File: src/rtl/litc_pkg.sv
package litc_pkg;

    localparam int IDX_W    = 32;
    localparam int SIZE_W   = 16;
    localparam int COUNT_W  = 64;
    localparam int NUM_DIMS_W = 3;
    localparam int ADDR_W   = 5;
    localparam int DATA_W   = 32;
    localparam int DIV_STAGES = IDX_W;

    // register map, byte address is four times the index
    typedef enum logic [2:0] {
        REG_NUM_DIMS   = 3'd0,
        REG_DIM_SIZE_0 = 3'd1,
        REG_DIM_SIZE_1 = 3'd2,
        REG_DIM_SIZE_2 = 3'd3,
        REG_DIM_SIZE_3 = 3'd4
    } litc_reg_t;

    // data that rides alongside a divider pipeline
    typedef struct packed {
        logic [IDX_W-1:0]  index;
        logic [SIZE_W-1:0] coord_3;
        logic [SIZE_W-1:0] coord_2;
    } litc_side_t;

endpackage

File: src/rtl/litc_div.sv
module litc_div (
    input  logic                       clk,
    input  logic                       rst_n,
    input  logic                       en,
    input  logic                       in_valid,
    input  logic [litc_pkg::IDX_W-1:0]  num,
    input  logic [litc_pkg::SIZE_W-1:0] den,
    input  litc_pkg::litc_side_t       in_side,
    output logic                       out_valid,
    output logic [litc_pkg::IDX_W-1:0]  quo,
    output logic [litc_pkg::SIZE_W-1:0] rem,
    output litc_pkg::litc_side_t       out_side
);
    import litc_pkg::*;

    // one restoring step per stage, dividend bits shift out as quotient bits shift in
    logic              v_reg    [DIV_STAGES];
    logic [IDX_W-1:0]  acc_reg  [DIV_STAGES];
    logic [SIZE_W-1:0] rem_reg  [DIV_STAGES];
    litc_side_t        side_reg [DIV_STAGES];

    for (genvar s = 0; s < DIV_STAGES; s++) begin : g_stage
        logic              v_in;
        logic [IDX_W-1:0]  acc_in;
        logic [SIZE_W-1:0] rem_in;
        litc_side_t        side_in;
        logic [SIZE_W:0]   trial;
        logic [SIZE_W:0]   diff;
        logic              ge;

        if (s == 0) begin : g_first
            assign v_in    = in_valid;
            assign acc_in  = num;
            assign rem_in  = '0;
            assign side_in = in_side;
        end
        else begin : g_rest
            assign v_in    = v_reg[s-1];
            assign acc_in  = acc_reg[s-1];
            assign rem_in  = rem_reg[s-1];
            assign side_in = side_reg[s-1];
        end

        assign trial = {rem_in, acc_in[IDX_W-1]};
        assign ge    = trial >= {1'b0, den};
        assign diff  = trial - {1'b0, den};

        always_ff @(posedge clk or negedge rst_n)
        begin
            if (!rst_n)
            begin
                v_reg[s] <= 1'b0;
            end
            else if (en)
            begin
                v_reg[s] <= v_in;
            end
        end

        always_ff @(posedge clk)
        begin
            if (en)
            begin
                acc_reg[s]  <= {acc_in[IDX_W-2:0], ge};
                rem_reg[s]  <= ge ? diff[SIZE_W-1:0] : trial[SIZE_W-1:0];
                side_reg[s] <= side_in;
            end
        end
    end

    assign out_valid = v_reg[DIV_STAGES-1];
    assign quo       = acc_reg[DIV_STAGES-1];
    assign rem       = rem_reg[DIV_STAGES-1];
    assign out_side  = side_reg[DIV_STAGES-1];

endmodule

File: config.mk
export PLATFORM = sky130hd
export DESIGN_NAME = litc_div
export DESIGN_NICKNAME = d
export VERILOG_FILES = /design/src/rtl/litc_pkg.sv /design/src/rtl/litc_div.sv
export SDC_FILE = /design/constraint.sdc
export NUM_CORES = 2
export LEC_CHECK = 0
export ABC_AREA = 0
export BUFFER_PORTS_ARGS = -buffer_cell sky130_fd_sc_hd__clkbuf_2
export CAP_MARGIN = 10
export CORE_MARGIN = 8
export CORE_UTILIZATION = 62
export DETAILED_ROUTE_END_ITERATION = 16
export PLACE_DENSITY = 0.85
export SYNTH_ARGS = -nofsm -noshare
export SYNTH_HDL_FRONTEND = slang
export SYNTH_SLANG_ARGS = --single-unit
File: constraint.sdc
create_clock -name clk -period 4 [get_ports clk]
set_input_delay 0.8 -clock clk [delete_from_list [all_inputs] [get_ports clk]]
set_output_delay 0.8 -clock clk [all_outputs]
set_load 0.01 [all_outputs]
* Word level (Yosys, flattened, before mapping) *
Memories as Yosys holds them, arrays and structs flattened.
Index checks and enable logic that the tools add are counted.

word-level totals
  register bits = 32
  RAM bits = 3,584
  input bits = 116
  output and inout bits = 113
  memories kept = 3

memory list
  name      words  width  rd ports  clocked after Yosys merged registers in  write ports  RTL line        text
  side_reg  32     64     32        0                                        32           litc_div.sv:20  litc_side_t side_reg [DIV_STAGES];
  acc_reg   32     32     32        0                                        32           litc_div.sv:18  logic [IDX_W-1:0] acc_reg [DIV_STAGES];
  rem_reg   32     16     32        0                                        32           litc_div.sv:19  logic [SIZE_W-1:0] rem_reg [DIV_STAGES];

cells by class
  add/subtract/negate cells = 32
  magnitude comparators = 32
  mux-type cells = 34

operators by type and width
  operator                                          number
  17-bit by 16-bit >= comparator with 1-bit output  31
  16-bit two-way mux                                32
  16-bit subtractor                                 31
  1-bit by 16-bit >= comparator with 1-bit output   1
  1-bit by 16-bit subtractor with 16-bit output     1
  1-bit two-way mux                                 2

* Longest topological paths before layout *
An unclocked memory read counts as a cell.

  depth in word-level cells = 3
  mapped depth = 13
  gate-level depth less buffers = 11

* Least setup slack after synthesis *
OpenSTA, ideal clock, no wires.

  path kind = in2reg
  start point = input den[1] (netlist name)
  end point = memory rem_reg[5][8] (netlist: rem_reg[1][24]), data pin
  setup time = 260 ps
  data arrival time = 4,050 ps
  required time = 3,740 ps
  path slack = -311 ps
  stages = 12
  path buffers = 2
  cells stage by stage = clkbuf_1 inv_1 ha_1 nor2b_1 o31a_1 o31a_1 o21ai_2 a31o_1 a21oi_1 a2111oi_4 buf_6 mux2_4

RTL lines
  item             RTL line        text
  start, declared  litc_div.sv:7   input logic [litc_pkg::SIZE_W-1:0] den,
  end, declared    litc_div.sv:19

==> run_results.csv <==
group,metric,value,unit
status,outcome,"finished, final reports clean",
die,core_area,221400,µm²
logic_synthesis,async_reset_ff_frac,0.008850,
power,seqPwrFrac,0.451,
logic_synthesis,syn_inst,7622,
sta,setup_viol,0,
cells_and_area,final_util,0.7098,
power,p_leak,0.05672,µW
placement,dp_slack,-13.98,ps
logic_synthesis,synth.distinct_cells,88,
cells_and_area,fillers,12900,
die,dieArea,237100,µm²
logic_synthesis,yosysMostFrequentCell,"edfxtp_1",
detailed_routing,drt_first_pass_iters,8,
die,fp.dieH,486.9,µm
worst_setup_path,worst_ep_arrival_time,4520,ps
sta,final_max_slew_viol_count,0,
hold_path,hold_class,"in -> reg",
logic_synthesis,synth_common_cells,"edfxtp_1, ha_1, a21oi_1",
placement,post-dp-hpwl,156800,µm
detailed_routing,ant_nets,0,
logic_synthesis,synthAdderAreaFrac,0.04984,
power,intPower,80870,µW
power,power_density,726.2,nW/µm²
worst_setup_path,path_max_fanout,16,
clocking,clock_latency,1020,ps
detailed_routing,vias_per_cell,5.916,
logic_synthesis,yosys_warnings,0,
worst_setup_path,critical_path_class,"reg -> reg",
clocking,ctsResizeCount,0,
placement,gp_congestion,0.8944,
power,power_frac_comb,0.258,
sta,clock_skew,115.8,ps
power,netSwitchingFraction,0.2915,
worst_setup_path,worst_setup_path_start_kind,"register",
worst_setup_path,worstSetupEndpointType,"register",
job,maxCapViolCount,0,
logic_synthesis,ys.flop_type,"edfxtp_1",
logic_synthesis,synthMuxAreaShare,0.02817,
detailed_routing,vias,69240,
detailed_routing,drc,0,
cells_and_area,largest_register_ffs,2048,
sta,hold_viol,0,
sta,post-route-min-period,3838,ps
logic_synthesis,synthDominantCellAreaShare,0.7828,
sta,fmax,260.6,MHz
logic_synthesis,ys_seq_area_frac,0.7886,
placement,portBuffers,228,
power,clkPwrFrac,0.292,
global_route,grt_pass1_vias,70790,
die,die_w,486.9,µm
global_route,grt_pass1_wl,422000,µm
global_route,grt_max_degree,201,
cells_and_area,drive_above_1_share,0.1579,
detailed_routing,wire_per_inst,23.85,µm
power,ir_drop,0.4609,mV
clocking,clock-sinks,3616,
sta,setup_tns,0,ps
logic_synthesis,synth_top_family_by_area,"compound AO/OA/AOI/OAI gates",
logic_synthesis,synthTopCellsByArea,"edfxtp_1, ha_1, mux2_2",
worst_setup_path,cp.required,4680,ps
sta,rsz0062_at_grt,"false",
cells_and_area,area_delta_synth_final,14.32,%
logic_synthesis,syn-num-nets,8267,
clocking,post_cts_buffers,0,
sta,period_share,0.9594,
clocking,clock_path_buffers,4,
logic_synthesis,synth-xor-area-share,0.02064,
logic_synthesis,yosys.area.top_type,"edfxtp_1",
die,start_util,0.6209,
logic_synthesis,synth-edff-count,3584,
global_route,gr-total-overflow,0,
logic_synthesis,avgSynthCellArea,18.04,µm²
clocking,clk_pin_slew,60,ps
sta,setup_ws,162.3,ps
sta,relSlewSlack,0.2742,
logic_synthesis,synth_compound_area_frac,0.06071,
clocking,holdBufCountCts,86,
cells_and_area,layout.nets,9107,
clocking,cts_buffers,358,
die,rows,173,
global_route,antenna_found_initial,9,
power,power.net_switching,33270,µW
global_route,track_usage,0.2313,
logic_synthesis,synth-simple-area-share,0.04231,
die,pin_count,229,
clocking,htreeDepth,5,
logic_synthesis,syn_area,137500,µm²
clocking,clock_tree.root_cell,"clkbuf_16",
logic_synthesis,ys_seq_elements,3616,
detailed_routing,detail_route.iter0.violations,7027,
sta,worst_pin_slew,1077,ps
clocking,cts_tree,"built",
detailed_routing,wl,279200,µm
-- power groups by stage --
stage                     Sequential (µW)  Clock, µW  Combinational, µW
after floorplan                     50400          0              20500
after global placement              51600          0              26800
after detailed placement            51900          0              27900
after CTS                           51400      33800              29000
after global routing                51700      35300              32000
final                               51400      33300              29400
-- final cells by class --
type	count	area (µm²)	area share
clock buffer	426	9360	0.05955
tap	2975	3722	0.02368
inverter	186	701.9	0.004466
antenna	3	7.507	0.00004776
clock inverter	198	1971	0.01254
sequential	3616	108400	0.6898
timing repair buffer	596	5137	0.03269
multi-input combinational	3704	27850	0.1772
-- worst paths after layout --
kind	end	slack (ps)	start	depth (start not counted)
worst max register to register	rem_reg[2][52]	160	rem_reg[2][38]	8
min in group asynchronous	g_stage[28].v_in	240	rst_n	2
worst min register to register	acc_reg[0][123]	350	acc_reg[0][90]	0
worst min-delay path	side_reg[0][53]	70	in_side[53]	1
worst max-delay path	rem_reg[2][52]	160	rem_reg[2][38]	8
max in group asynchronous	g_stage[3].v_in	3240	rst_n	3
-- cells by family (layout without fill, tap and decap cells) --
family,after synthesis,count (layout)
AO/OA/AOI/OAI,1295,1295
XOR/XNOR,324,324
AND/OR/NAND/NOR,1209,1209
multiplexers,347,347
flip-flops,3616,3616
buffers and inverters,302,1406
adder cells (fa/ha/maj),529,529
other,0,3
-- critical path, cell delays in order, from the launching register on --
cell and delay, ps:
edfxtp_1 420, ha_1 450, and3_1 290, and3_1 260, nand4_1 370, o21ai_0 980, o32ai_4 270, buf_12 240
mux2_2 280
-- metal layers --
layer  GRT usage  routed length, µm  vias to the layer above
li1            -                  -                    31520
met1      0.2940             109000                    34000
met2      0.3978             139400                     2922
met3     0.04293              19120                      797
met4     0.09171              11610                        4
met5           0                 27                        -
-- stage by stage --
stage	hold slack (ps)	cells	total power (µW)	cell area, µm²
2_1_floorplan	400.3	7622	70940	137600
3_3_place_gp	400.0	10990	78460	144900
3_5_place_dp	404.5	10990	79790	144900
4_1_cts	0.4158	11700	114200	157100
5_1_grt	23.44	11700	119000	157200
6_report	68.44	11700	114100	157200
-- placed cells by master, fill, tap and decap left out, drive strengths merged, types with 36 or more instances in the layout --
master	Yosys	final
nor3	94	94
mux2i	49	49
nand2b	67	67
o31a	52	52
inv	186	194
xnor2	195	195
nor2b	93	93
nand4	67	67
clkbuf	52	652
xor2	129	129
clkinv	0	137
dlygate4sd3	0	87
o21a	108	108
a21o	95	95
buf	64	283
o31ai	40	40
bufinv	0	36
mux2	298	298
a211oi	47	47
edfxtp	3584	3584
ha	498	498
nand3	83	83
a21oi	348	348
o21ai	344	344
nor2	320	320
nand2	327	327
(Power assumes the default switching activity.)
